### config.mk
export PLATFORM = sky130hd
export DESIGN_NAME = dedup_set_table
export DESIGN_NICKNAME = d
export VERILOG_FILES = /design/src/sv/dst_pkg.sv /design/src/sv/dst_cell.sv /design/src/sv/dedup_set_table.sv
export SDC_FILE = /design/constraint.sdc
export NUM_CORES = 1
export LEC_CHECK = 0
export ABC_AREA = 1
export BUFFER_PORTS_ARGS = -buffer_cell sky130_fd_sc_hd__buf_4
export CORE_MARGIN = 10
export CORE_UTILIZATION = 26
export CTS_CLUSTER_DIAMETER = 150
export DETAILED_ROUTE_END_ITERATION = 16
export HOLD_SLACK_MARGIN = 0.02
export SETUP_SLACK_MARGIN = 0.2
export SYNTH_ARGS = -nofsm -noshare
export SYNTH_HDL_FRONTEND = slang
export SYNTH_SLANG_ARGS = --single-unit
### constraint.sdc
create_clock -name clock -period 7.09 [get_ports clock]
set_input_delay 0 -clock clock [delete_from_list [all_inputs] [get_ports clock]]
set_output_delay 0 -clock clock [all_outputs]
set_load 0.05 [all_outputs]
### src/sv/dst_pkg.sv
`timescale 1ns / 1ps
// ----------------------------------------------------------------------------
// dst_pkg: shared types and constants for the set table
// Request and response words, operation codes, status codes and the
// controller state type.
// ----------------------------------------------------------------------------
package dst_pkg;

   localparam int DEF_SET_DEPTH   = 16;
   localparam int DEF_VALUE_WIDTH = 32;
   localparam int ITEM_W          = 32;
   localparam int COUNT_W         = 5;

   typedef enum logic [1:0] {
      MODE_INSERT = 2'd0,
      MODE_REMOVE = 2'd1,
      MODE_LOOKUP = 2'd2,
      MODE_CLEAR  = 2'd3
   } mode_type;

   typedef enum logic [1:0] {
      STAT_DONE      = 2'd0,
      STAT_DUPLICATE = 2'd1,
      STAT_ABSENT    = 2'd2,
      STAT_FULL      = 2'd3
   } status_type;

   typedef enum logic [1:0] {
      CELL_HOLD   = 2'd0,
      CELL_INSERT = 2'd1,
      CELL_REMOVE = 2'd2,
      CELL_CLEAR  = 2'd3
   } cell_op_type;

   typedef enum logic {
      ST_IDLE = 1'b0,
      ST_EXEC = 1'b1
   } state_type;

   typedef struct packed {
      mode_type           mode;
      logic [ITEM_W-1:0]  item_value;
   } req_type;

   typedef struct packed {
      logic               was_present;
      status_type         status;
      logic [COUNT_W-1:0] member_count;
   } rsp_type;

endpackage

### src/sv/dst_cell.sv
`timescale 1ns / 1ps
// ----------------------------------------------------------------------------
// dst_cell: one entry of the set table
// Holds a value and its valid bit, compares against the broadcast key and
// passes the free-entry token on to the next cell.
// ----------------------------------------------------------------------------
module dst_cell #(
   parameter int KEY_W = dst_pkg::ITEM_W
) (
   input  logic                 clock,
   input  logic                 reset,
   input  dst_pkg::cell_op_type op,
   input  logic [KEY_W-1:0]     key,
   input  logic                 free_seen_in,
   output logic                 free_seen_out,
   output logic                 match
);

   logic [KEY_W-1:0] value_ff;
   logic [KEY_W-1:0] value_in;
   logic             valid_ff;
   logic             valid_in;
   logic             claim;

   assign match         = valid_ff && (value_ff == key);
   // The lowest empty cell takes an inserted word; cells above it see the token.
   assign claim         = !valid_ff && !free_seen_in;
   assign free_seen_out = free_seen_in || !valid_ff;

   always_comb begin
      value_in = value_ff;
      valid_in = valid_ff;
      case (op)
         dst_pkg::CELL_INSERT: begin
            if (claim) begin
               value_in = key;
               valid_in = 1'b1;
            end
         end
         dst_pkg::CELL_REMOVE: begin
            if (match) begin
               valid_in = 1'b0;
            end
         end
         dst_pkg::CELL_CLEAR: begin
            valid_in = 1'b0;
         end
         default: begin
         end
      endcase
   end

   always_ff @(posedge clock) begin
      value_ff <= value_in;
      if (reset) begin
         valid_ff <= 1'b0;
      end else begin
         valid_ff <= valid_in;
      end
   end

endmodule

### src/sv/dedup_set_table.sv
`timescale 1ns / 1ps
// ----------------------------------------------------------------------------
// dedup_set_table: bounded set of distinct values
// Insert, remove, lookup and clear over a row of entry cells that compare
// the key in parallel and pass the lowest free entry along the row.
//
//   channel   ports                       handshake
//   request   start, busy, req_item       taken when start and not busy
//   response  rsp_valid, rsp_item         one-cycle strobe, no back-pressure
//
// A word is taken, worked while busy is high, and its response appears in the
// cycle after that; no new word is taken while busy is high.
// Synchronous reset empties the set and clears the count at once.
// The response cannot be stalled; a new word may be taken while it shows.
// ----------------------------------------------------------------------------
module dedup_set_table #(
   parameter int SET_DEPTH   = dst_pkg::DEF_SET_DEPTH,
   parameter int VALUE_WIDTH = dst_pkg::DEF_VALUE_WIDTH
) (
   input  logic             clock,
   input  logic             reset,
   input  logic             start,
   output logic             busy,
   input  dst_pkg::req_type req_item,
   output logic             rsp_valid,
   output dst_pkg::rsp_type rsp_item
);

   localparam int KEY_W = (VALUE_WIDTH < dst_pkg::ITEM_W) ? VALUE_WIDTH : dst_pkg::ITEM_W;
   localparam int CNT_W = $clog2(SET_DEPTH + 1);

   dst_pkg::state_type   state_ff;
   dst_pkg::state_type   state_in;
   dst_pkg::req_type     req_ff;
   dst_pkg::req_type     req_in;
   logic                 rsp_valid_ff;
   logic                 rsp_valid_in;
   dst_pkg::rsp_type     rsp_ff;
   dst_pkg::rsp_type     rsp_in;
   logic [CNT_W-1:0]     count_ff;
   logic [CNT_W-1:0]     count_in;
   logic                 accept;
   logic                 exec;
   dst_pkg::cell_op_type cell_op;
   logic [KEY_W-1:0]     key;
   logic [SET_DEPTH-1:0] match;
   logic [SET_DEPTH:0]   free_chain;
   logic                 hit;
   logic                 full;
   logic [CNT_W+4:0]     count_wide;

   assign key           = req_ff.item_value[KEY_W-1:0];
   assign free_chain[0] = 1'b0;
   assign hit           = |match;
   assign full          = !free_chain[SET_DEPTH];
   assign accept        = start && !busy;

   for (genvar i = 0; i < SET_DEPTH; i++) begin : g_cell
      dst_cell #(
         .KEY_W (KEY_W)
      ) u_cell (
         .clock         (clock),
         .reset         (reset),
         .op            (cell_op),
         .key           (key),
         .free_seen_in  (free_chain[i]),
         .free_seen_out (free_chain[i+1]),
         .match         (match[i])
      );
   end

   // Next state.
   always_comb begin
      state_in = state_ff;
      unique case (state_ff)
         dst_pkg::ST_IDLE: begin
            if (start) begin
               state_in = dst_pkg::ST_EXEC;
            end
         end
         dst_pkg::ST_EXEC: begin
            state_in = dst_pkg::ST_IDLE;
         end
         default: begin
            state_in = dst_pkg::ST_IDLE;
         end
      endcase
   end

   // State outputs.
   always_comb begin
      busy = 1'b0;
      exec = 1'b0;
      unique case (state_ff)
         dst_pkg::ST_IDLE: begin
         end
         dst_pkg::ST_EXEC: begin
            busy = 1'b1;
            exec = 1'b1;
         end
         default: begin
         end
      endcase
   end

   // Operation decode and response word.
   always_comb begin
      cell_op  = dst_pkg::CELL_HOLD;
      count_in = count_ff;
      rsp_in   = rsp_ff;
      req_in   = accept ? req_item : req_ff;
      rsp_in.was_present = hit;
      rsp_in.status      = dst_pkg::STAT_DONE;
      unique case (req_ff.mode)
         dst_pkg::MODE_INSERT: begin
            if (hit) begin
               rsp_in.status = dst_pkg::STAT_DUPLICATE;
            end else if (full) begin
               rsp_in.status = dst_pkg::STAT_FULL;
            end else begin
               cell_op  = dst_pkg::CELL_INSERT;
               count_in = count_ff + 1'b1;
            end
         end
         dst_pkg::MODE_REMOVE: begin
            if (hit) begin
               cell_op  = dst_pkg::CELL_REMOVE;
               count_in = count_ff - 1'b1;
            end else begin
               rsp_in.status = dst_pkg::STAT_ABSENT;
            end
         end
         dst_pkg::MODE_LOOKUP: begin
            if (!hit) begin
               rsp_in.status = dst_pkg::STAT_ABSENT;
            end
         end
         dst_pkg::MODE_CLEAR: begin
            cell_op            = dst_pkg::CELL_CLEAR;
            count_in           = '0;
            rsp_in.was_present = 1'b0;
         end
         default: begin
         end
      endcase
      if (!exec) begin
         cell_op  = dst_pkg::CELL_HOLD;
         count_in = count_ff;
      end
      count_wide          = {5'd0, count_in};
      rsp_in.member_count = count_wide[dst_pkg::COUNT_W-1:0];
      rsp_valid_in        = exec;
   end

   always_ff @(posedge clock) begin
      req_ff <= req_in;
      rsp_ff <= rsp_in;
      if (reset) begin
         state_ff     <= dst_pkg::ST_IDLE;
         rsp_valid_ff <= 1'b0;
         count_ff     <= '0;
      end else begin
         state_ff     <= state_in;
         rsp_valid_ff <= rsp_valid_in;
         count_ff     <= count_in;
      end
   end

   assign rsp_valid = rsp_valid_ff;
   assign rsp_item  = rsp_ff;

   a_exec_then_rsp : assert property (@(posedge clock) disable iff (reset)
      exec |=> rsp_valid)
      else $error("response did not follow the working cycle");

   a_rsp_after_exec : assert property (@(posedge clock) disable iff (reset)
      rsp_valid |-> $past(exec))
      else $error("response without a working cycle");

   a_count_bound : assert property (@(posedge clock) disable iff (reset)
      count_ff <= CNT_W'(SET_DEPTH))
      else $error("member count above the table depth");

   a_full_absent : assert property (@(posedge clock) disable iff (reset)
      rsp_valid && (rsp_item.status == dst_pkg::STAT_FULL) |-> !rsp_item.was_present)
      else $error("full status reported for a present word");

endmodule
After elaboration in Yosys (flattened, before gate mapping):

Cells that the tools add are included.

* bits in registers: 577
* bits in latches: 0
* RAM bits: 0
* ROM bits: 0
* output and inout bits: 10
* logic and storage cells: 275
* memories: 0

* add/sub/neg operators: 2
* $mul: 0
* divide/modulo/power cells: 0
* $lt $le $gt $ge: 0
* equal/unequal tests: 53
* shift-type cells: 0
* mux-type cells: 64
* bitwise gates (word level): 2
* reduce and logical (&&, ||, !) cells: 114

Operator list (count)
* $eq A32 B32 Y1: 16
* $ne A2 B1 Y1 const B: 31
* $pmux W1 S3: 16
* $reduce_and A3 Y1: 15
* $mux W1: 34
* $reduce_and A2 Y1: 17
* $logic_and A1 B1 Y1: 32
* $logic_not A1 Y1: 31
* $mux W5: 4
* $reduce_or A16 Y1: 1
* $logic_or A1 B1 Y1: 15
* $pmux W5 S3: 1
* $mux W2: 6
* $eq A2 B2 Y1 const B: 4
* $pmux W2 S3: 1
* $add A5 B1 Y5 const B: 1
* $sub A5 B1 Y5 const B: 1
* $eq A2 B1 Y1 const B: 2
* $pmux W2 S2: 1
* $reduce_bool A3 Y1: 1
* $logic_not A2 Y1: 1
* $not A1 Y1: 2
* $pmux W1 S2: 1
* $reduce_or A2 Y1: 1

Depth between registers and ports, before layout:

Gate-level depths: netlist of run 1.

* depth after elaboration: 23
* depth in mapped cells: 22
* depth with buffers taken out: 20

Modules after synthesis:

From an unflattened synthesis of run 1, not the netlist that was laid out.

* cell total of the unflattened synthesis: 3832
* area, all modules: 31240.0 sq um

By module, submodules not included
* dst_cell: times used 16, cells an instance 228, area an instance 1826.8 sq um, seq. area each 980.9 sq um
* dedup_set_table: times used 1, cells an instance 184, area an instance 2011.9 sq um, seq. area each 1321.3 sq um

Least setup slack after synthesis of run 1:

OpenSTA, ideal clock, no wires.

* kind: register -> register
* from: reg req_ff (netlist bit key[5])
* to: reg g_cell[8].u_cell.value_ff[0] (enable)
* setup time: 0.421 ns
* data arrival time: 3.620 ns
* slack: 3.049 ns
* stages on the path, launching flop included: 21
* period minus slack after synthesis: 4.041 ns
* cells stage by stage: edfxtp_1 > buf_4 > inv_2 > buf_4 > nand2_1 > o21ai_0 > nor2_1 > nand2_1 > nor2_1 > nand3_1 > nor2_1 > nor2_1 > nand2_1 > nor2_4 > nand4_2 > nand2_2 > nand2_2 > nor2_4 > buf_6 > nand4_1 > nor2_1

* longest elaborated chain between the ends: 8

Ends and longest elaborated chain
* from (decl): line dedup_set_table.sv:34 `dst_pkg::req_type req_ff;`
* from (signal assigned): line dedup_set_table.sv:156 `req_ff <= req_in;`
* $eq A32 B32 Y1: line dst_cell.sv:25 `assign match = valid_ff && (value_ff == key);`
* $logic_and A1 B1 Y1: line dst_cell.sv:25
* $reduce_or A16 Y1 *: line dedup_set_table.sv:54 `assign hit = |match;`
* $mux W2 (on tied branches): line dedup_set_table.sv:116, dedup_set_table.sv:126
* $pmux W2 S3 *: line dedup_set_table.sv:114 `unique case (req_ff.mode)`
* $mux W2 *: line dedup_set_table.sv:146 `if (!exec) begin`
* $eq A2 B1 Y1 *: line dst_cell.sv:33 `case (op)`
* $reduce_and A2 Y1 (no source line) *
* to (signal assigned): line dst_cell.sv:54 `value_ff <= value_in;`
* to (decl): line dst_cell.sv:19 `logic [KEY_W-1:0] value_ff;`

Every way passes the cells marked *; elsewhere a longest branch is shown, timed or not.
A chain may end at the register's enable or synchronous reset.

Worst setup path in the final report of run 1:

* from: reg req_ff (netlist bit key[21])
* to: reg g_cell[7].u_cell.value_ff[15] (enable)

* longest elaborated chain between the ends: 8

Ends and longest elaborated chain (line)
* $eq A32 B32 Y1: dst_cell.sv:25
* $logic_and A1 B1 Y1: dst_cell.sv:25
* $reduce_or A16 Y1 *: dedup_set_table.sv:54
* $mux W2 (on tied branches): dedup_set_table.sv:116, dedup_set_table.sv:126
* $pmux W2 S3 *: dedup_set_table.sv:114
* $mux W2 *: dedup_set_table.sv:146
* $eq A2 B1 Y1 *: dst_cell.sv:33
* $reduce_and A2 Y1 (no source line) *
* to (signal assigned): dst_cell.sv:54
* to (decl): dst_cell.sv:19

Marks and branches as above.

==> impl_metrics.yaml, run 1 <==
power_and_ir_drop:
  power.switching_mw: 1.79
  powerDensity_mw_per_mm2: 243
  swShare_pct: 24.4
  power_frac_comb_pct: 7.1
  peakVddDrop_mv: 0.207
  pwr-share-clk_pct: 41.6
  pwr-share-seq_pct: 51.3
  leakagePower_nw: 11.3
  totalPowerFinal_mw: 7.36
  internal_power_mw: 5.57
critical_path:
  endpoint_kind: "flop"
  slowest_delay_ns: 0.89
  worstPathRequired_ns: 7.35
  worstSetupPathType: "reg2reg"
  path_cells: "buf_4 > inv_1 > nand2_1 > nand2_1 > nor2_1 > nand2_1 > nor2_1 > nand3_1 > nor2_1 > nor2_1 > nand2_1 > nor2_4 > nand4_2 > nand2_2 > nand2_2 > nor2_4 > inv_1 > nor2_4"
  arrival_ns: 5.59
  slowest_stage: "inv_1"
  startpoint_type: "flop"
  cp_max_fo: 32
  rrSetupSlack_ns: 1.76
routing:
  routed_via_density: 4.66
  wl_per_cell_um: 21.1
  num_vias: 18600
  ant_nets: 0
  drt_iter0_markers: 1989
  wl_um: 84500
  firstDrtPassIters: 6
  drc_errors: 0
logic_synthesis:
  synth-seq-cells: 577
  syn-mean-instance-area_um2: 10.3
  synthSimpleGateAreaFrac_pct: 18.5
  syn-cell-area_mm2: 0.0261
  yosys_warnings: 0
  synth_seq_area_share_pct: 65.1
  syn_inst: 2545
  synth_top_family_by_area: "simple AND/OR/NAND/NOR gates"
  synth-xor-area-share_pct: 4.96
  synthMuxAreaShare_pct: 0
  post_synth_fa_ha_maj_area_fraction_pct: 0.335
  synthDistinctLibCells: 36
  synth_nets: 2589
  synth-compound-area-share_pct: 5.39
die:
  die-area_mm2: 0.114
  rows: 116
  die_x_um: 337
  dieHeight_um: 337
  io_pins: 47
  coreArea_mm2: 0.0999
  start_util_pct: 26.2
place:
  placedCellCount: 3849
  finalWeightedCongestion: 0.908
  post-place-ws_ns: 1.89
  placed_cell_area_mm2: 0.0280
  port_buffers: 46
  dp_hpwl_um: 50800
sta:
  fin_crit_sh_pct: 75.2
  drv_slew: 0
  setup_violations: 0
  hold_ws_ns: 0.0661
  fin_skew_ns: 0.0333
  fin_tns_setup_ns: 0
  max_freq_mhz: 188
  hold_viol: 0
  rsz0062_at_grt: "false"
  tightestPinTransition_ns: 1.16
  finalCriticalPeriod_ns: 5.33
  relSlewSlack_pct: 22.9
  finalWorstSetupSlack_ns: 1.76
global_route:
  grt_max_degree: 35
  antenna_found_initial: 2
  grtUsageTotal_pct: 14.6
  grt_pass1_vias: 17600
  grt_pass1_wl_um: 121000
  grt-ovfl-total: 0
clocking:
  clkLatencyLatePin_ns: 0.66
  post_cts_buffers: 0
  cts.htree.levels: 2
  clock-root-buffer: "clkbuf_16"
  ctsResizeCount: 0
  cts_hold_buf: 36
  cts_sinks: 577
  clk_path_buf_depth: 3
  tritoncts: "done"
  clk_pin_slew_worst_paths_ns: 0.06
  numCtsBuffers: 59
layout:
  drive_gt1_share_pct: 8.97
  final_common_cell: "nand2_1"
  fin_area_mm2: 0.0303
  area_growth_pct: 15.9
  instances_no_fill: 3998
  final_core_util_pct: 30.3
  nets: 2692
  layout_common_cells: "nand2_1, edfxtp_1, nor2_1"
status:
  status: "finished, final reports clean"
min_path:
  hp-class: "in2reg"
job:
  cap_violations: 0
## cells by family (layout without fill, tap and decap cells)
kind of cell	Yosys count	after routing
simple gates	1200	1200
buf+inv	343	497
xor+xnor	148	148
flops	577	577
compound gates	270	270
other cells	0	1
fa+ha+maj	7	7
## critical path, delay by kind of cell (launching register included)
family,cells,cell delay (ns)
buf+inv,3,1.54
flops,1,0.36
simple gates,15,2.93
## final cells by class
type                    count  area [um^2]
diodes                      1         2.50
clock buffers              71         1550
clock inverters            41          328
fillers                 10200        69600
inverters                 267         1000
multi-input cells        1625         7750
flip-flops and latches    577        17000
well taps                1298         1620
repair buffers            118          988
## cell usage after synthesis
library cell,number,share of area [%]
nand2_1,754,11
o21a_1,1,0.029
or2_2,17,0.41
nor3_2,1,0.038
o21ai_0,153,2.9
or2_0,1,0.024
nand4_1,17,0.41
a21boi_0,1,0.029
edfxtp_1,546,63
nand4_2,2,0.096
nand2_4,2,0.086
o211ai_1,20,0.57
inv_1,242,3.5
inv_2,25,0.36
nand3_2,1,0.038
nor2_1,291,4.2
nand2_2,3,0.072
nor3_1,15,0.29
nand3_1,75,1.4
nor2_4,3,0.13
dfxtp_1,31,2.4
a21oi_1,34,0.65
or2_1,3,0.072
buf_2,39,0.75
xnor2_1,105,3.5
xor2_1,43,1.4
buf_6,5,0.22
o21ai_1,60,1.1
ha_1,7,0.34
and3_1,11,0.26
buf_1,1,0.014
clkbuf_1,2,0.029
buf_4,29,0.83
nor2_2,1,0.024
o22ai_1,1,0.024
nand3b_1,3,0.086
## state kept, by name, summed over array words and instances, names as in the netlist
register                count
g_cell.u_cell.valid_ff     16
state_ff                    1
rsp_valid                   1
g_cell.u_cell.value_ff    512
rsp_item                    8
req_ff                      2
key                        32
count_ff                    5
## layer usage
| layer | routed length, um | global-route usage [%] | share of wire, % | vias up |
|---|---|---|---|---|
| li1 | - | - | - | 8584 |
| met1 | 34400 | 18.7 | 41 | 9021 |
| met2 | 40100 | 24.5 | 47 | 872 |
| met3 | 6990 | 2.39 | 8.3 | 164 |
| met4 | 3020 | 5.28 | 3.6 | 2 |
| met5 | 12 | 0 | 0.014 | - |
## power by group through the flow
stage          combinational [mW]  clock (mW)  sequential, mW
2_1_floorplan               0.243           0            3.87
3_3_place_gp                0.502           0            3.85
3_5_place_dp                0.503           0            3.85
4_1_cts                     0.522        3.11            3.77
5_1_grt                     0.559        3.24            3.77
6_report                    0.524        3.06            3.77
## final timing paths
| path | startpoint | end | cells past startpoint |
|---|---|---|---|
| min | req_item[12] | key[12] | 2 |
| min reg2reg | count_ff[0] | count_ff[0] | 2 |
| max | key[21] | g_cell[7].u_cell.value_ff[15] | 18 |
| max reg2reg | key[21] | g_cell[7].u_cell.value_ff[15] | 18 |
Note: power is estimated with default switching activity, not from simulation.
==> run 2: changes to the inputs <==
==> constraint.sdc (replaced) <==
create_clock -name clock -period 4.55 [get_ports clock]
set_input_delay 0 -clock clock [delete_from_list [all_inputs] [get_ports clock]]
set_output_delay 0 -clock clock [all_outputs]
set_load 0.05 [all_outputs]
==> run 2 against run 1 <==
Clock skew is 0.0021 ns lower; worst hold slack better by 0.017 ns; cell area is 2.7% higher; non-clock buffer count is 49 higher; cell count is 1.4% higher; highest routed layer is now met4; critical path type unchanged.
==> impl_metrics.yaml, run 2 (same netlist as run 1, synthesis figures left out) <==
die:
  rows: 116
  die_x_um: 337
  dieHeight_um: 337
  coreArea_mm2: 0.0999
  io_pins: 47
  start_util_pct: 26.2
  die-area_mm2: 0.114
layout:
  drive_gt1_share_pct: 11.0
  fin_area_mm2: 0.0311
  largest_register_ffs: 512
  fill_cells: 10200
  layout_common_cells: "nand2_1, edfxtp_1, nor2_1"
  nets: 2750
  area_growth_pct: 19.0
  final_common_cell: "nand2_1"
  largest_register: "g_cell.u_cell.value_ff"
  final_core_util_pct: 31.1
critical_path:
  slowest_stage: "nor2_4"
  path_buf_inv: 3
  arrival_ns: 4.44
  worstSetupPathType: "reg2reg"
  endpoint_kind: "flop"
  path_common_cell: "nor2_1"
  path_cells: "buf_4 > nand2_1 > o21ai_1 > nor2_1 > nand2_1 > nor2_1 > nand3_1 > nor2_1 > nor2_1 > nand2_1 > nor2_4 > nand2_4 > nand2_2 > nand2_4 > nor2_4 > inv_1 > buf_4 > nor2_4"
  startpoint_type: "flop"
  slowest_delay_ns: 0.79
  cp_max_fo: 32
  worstPathRequired_ns: 4.79
  crit_family: "simple AND/OR/NAND/NOR gates"
power_and_ir_drop:
  powerDensity_mw_per_mm2: 376
  leakagePower_nw: 11.7
  peakVddDrop_mv: 0.307
job:
  cap_violations: 0
min_path:
  hp-class: "in2reg"
sta:
  fin_crit_sh_pct: 92.3
  fin_skew_ns: 0.0312
  tightestPinTransition_ns: 1.00
  drv_slew: 0
  setup_violations: 0
  fin_tns_setup_ns: 0
  relSlewSlack_pct: 33.2
  hold_viol: 0
  max_freq_mhz: 238
  rsz0062_at_grt: "true"
  finalCriticalPeriod_ns: 4.20
clocking:
  tritoncts: "done"
  numCtsBuffers: 58
  clock-root-buffer: "clkbuf_16"
  clkLatencyLatePin_ns: 0.64
  clk_path_buf_depth: 3
  cts.htree.levels: 2
  clk_pin_slew_worst_paths_ns: 0.06
  cts_sinks: 577
global_route:
  grtUsageTotal_pct: 14.4
  antenna_found_initial: 4
  grt-ovfl-total: 0
  grt_max_degree: 35
  grt_pass1_wl_um: 120000
  grt_pass1_vias: 17800
status:
  status: "finished, final reports clean"
routing:
  ant_nets: 0
  firstDrtPassIters: 5
  wl_um: 85200
  drc_errors: 0
  wl_per_cell_um: 21.0
  routed_via_density: 4.69
  drt_iter0_markers: 2334
  num_vias: 19000
place:
  port_buffers: 46
  dp_hpwl_um: 54300
  finalWeightedCongestion: 0.914
  placed_cell_area_mm2: 0.0286
[run 2: layout make-up]
type                       instances  area [um^2]  share of cell area [%]
clock inverter                    22          231                   0.745
sequential                       577        17000                    54.7
multi-input combinational       1635         7860                    25.3
timing repair buffer             167         1630                    5.26
inverter                         267         1000                    3.22
tap                             1298         1620                    5.22
clock buffer                      84         1710                    5.50
antenna                            3         7.51                  0.0241
[run 2: what timing repair did]
| item | 4_1_cts | 5_1_grt |
|---|---|---|
| setup endpoints to repair | 0 | 506 |
| endpoints found under the hold margin | 42 | 0 |
| hold buffers | 37 | 0 |
| gates resized for setup | 0 | 10 |
| buffers inserted | 0 | 1 |
[run 2: worst paths after layout]
kind / start / endpoint / cells after the start / slack [ns]
setup / recovery: key[17] / g_cell[15].u_cell.value_ff[26] / 18 / 0.35
hold / removal: req_item[23] / key[23] / 2 / 0.08
setup reg to reg: key[17] / g_cell[15].u_cell.value_ff[26] / 18 / 0.35
hold reg to reg: count_ff[0] / rsp_item[0] / 2 / 0.51
[run 2: metal layers]
layer | track usage (%) | wire length (um) | up-vias
met5 | 0 | 0 | -
met4 | 5.19 | 2960 | 0
met3 | 2.08 | 7310 | 171
met2 | 23.6 | 39800 | 945
met1 | 19.1 | 35100 | 9156
li1 | - | - | 8718
[run 2: metrics by stage]
step / cells / setup slack (ns) / hold WS [ns] / total power [mW]
2_1_floorplan: 2545 / 0.509 / 0.0989 / 6.42
3_3_place_gp: 3896 / 0.425 / 0.179 / 6.83
3_5_place_dp: 3896 / 0.332 / 0.180 / 6.84
4_1_cts: 4039 / 0.351 / 0.0478 / 11.7
5_1_grt: 4051 / 0.0318 / 0.0840 / 12.0
6_report: 4053 / 0.352 / 0.0830 / 11.7
[run 2: report_power, final]
part / switching, mW / internal, mW
clock network: 2.10 / 2.83
registers: 0.0376 / 5.85
logic: 0.611 / 0.264
total: 2.75 / 8.94
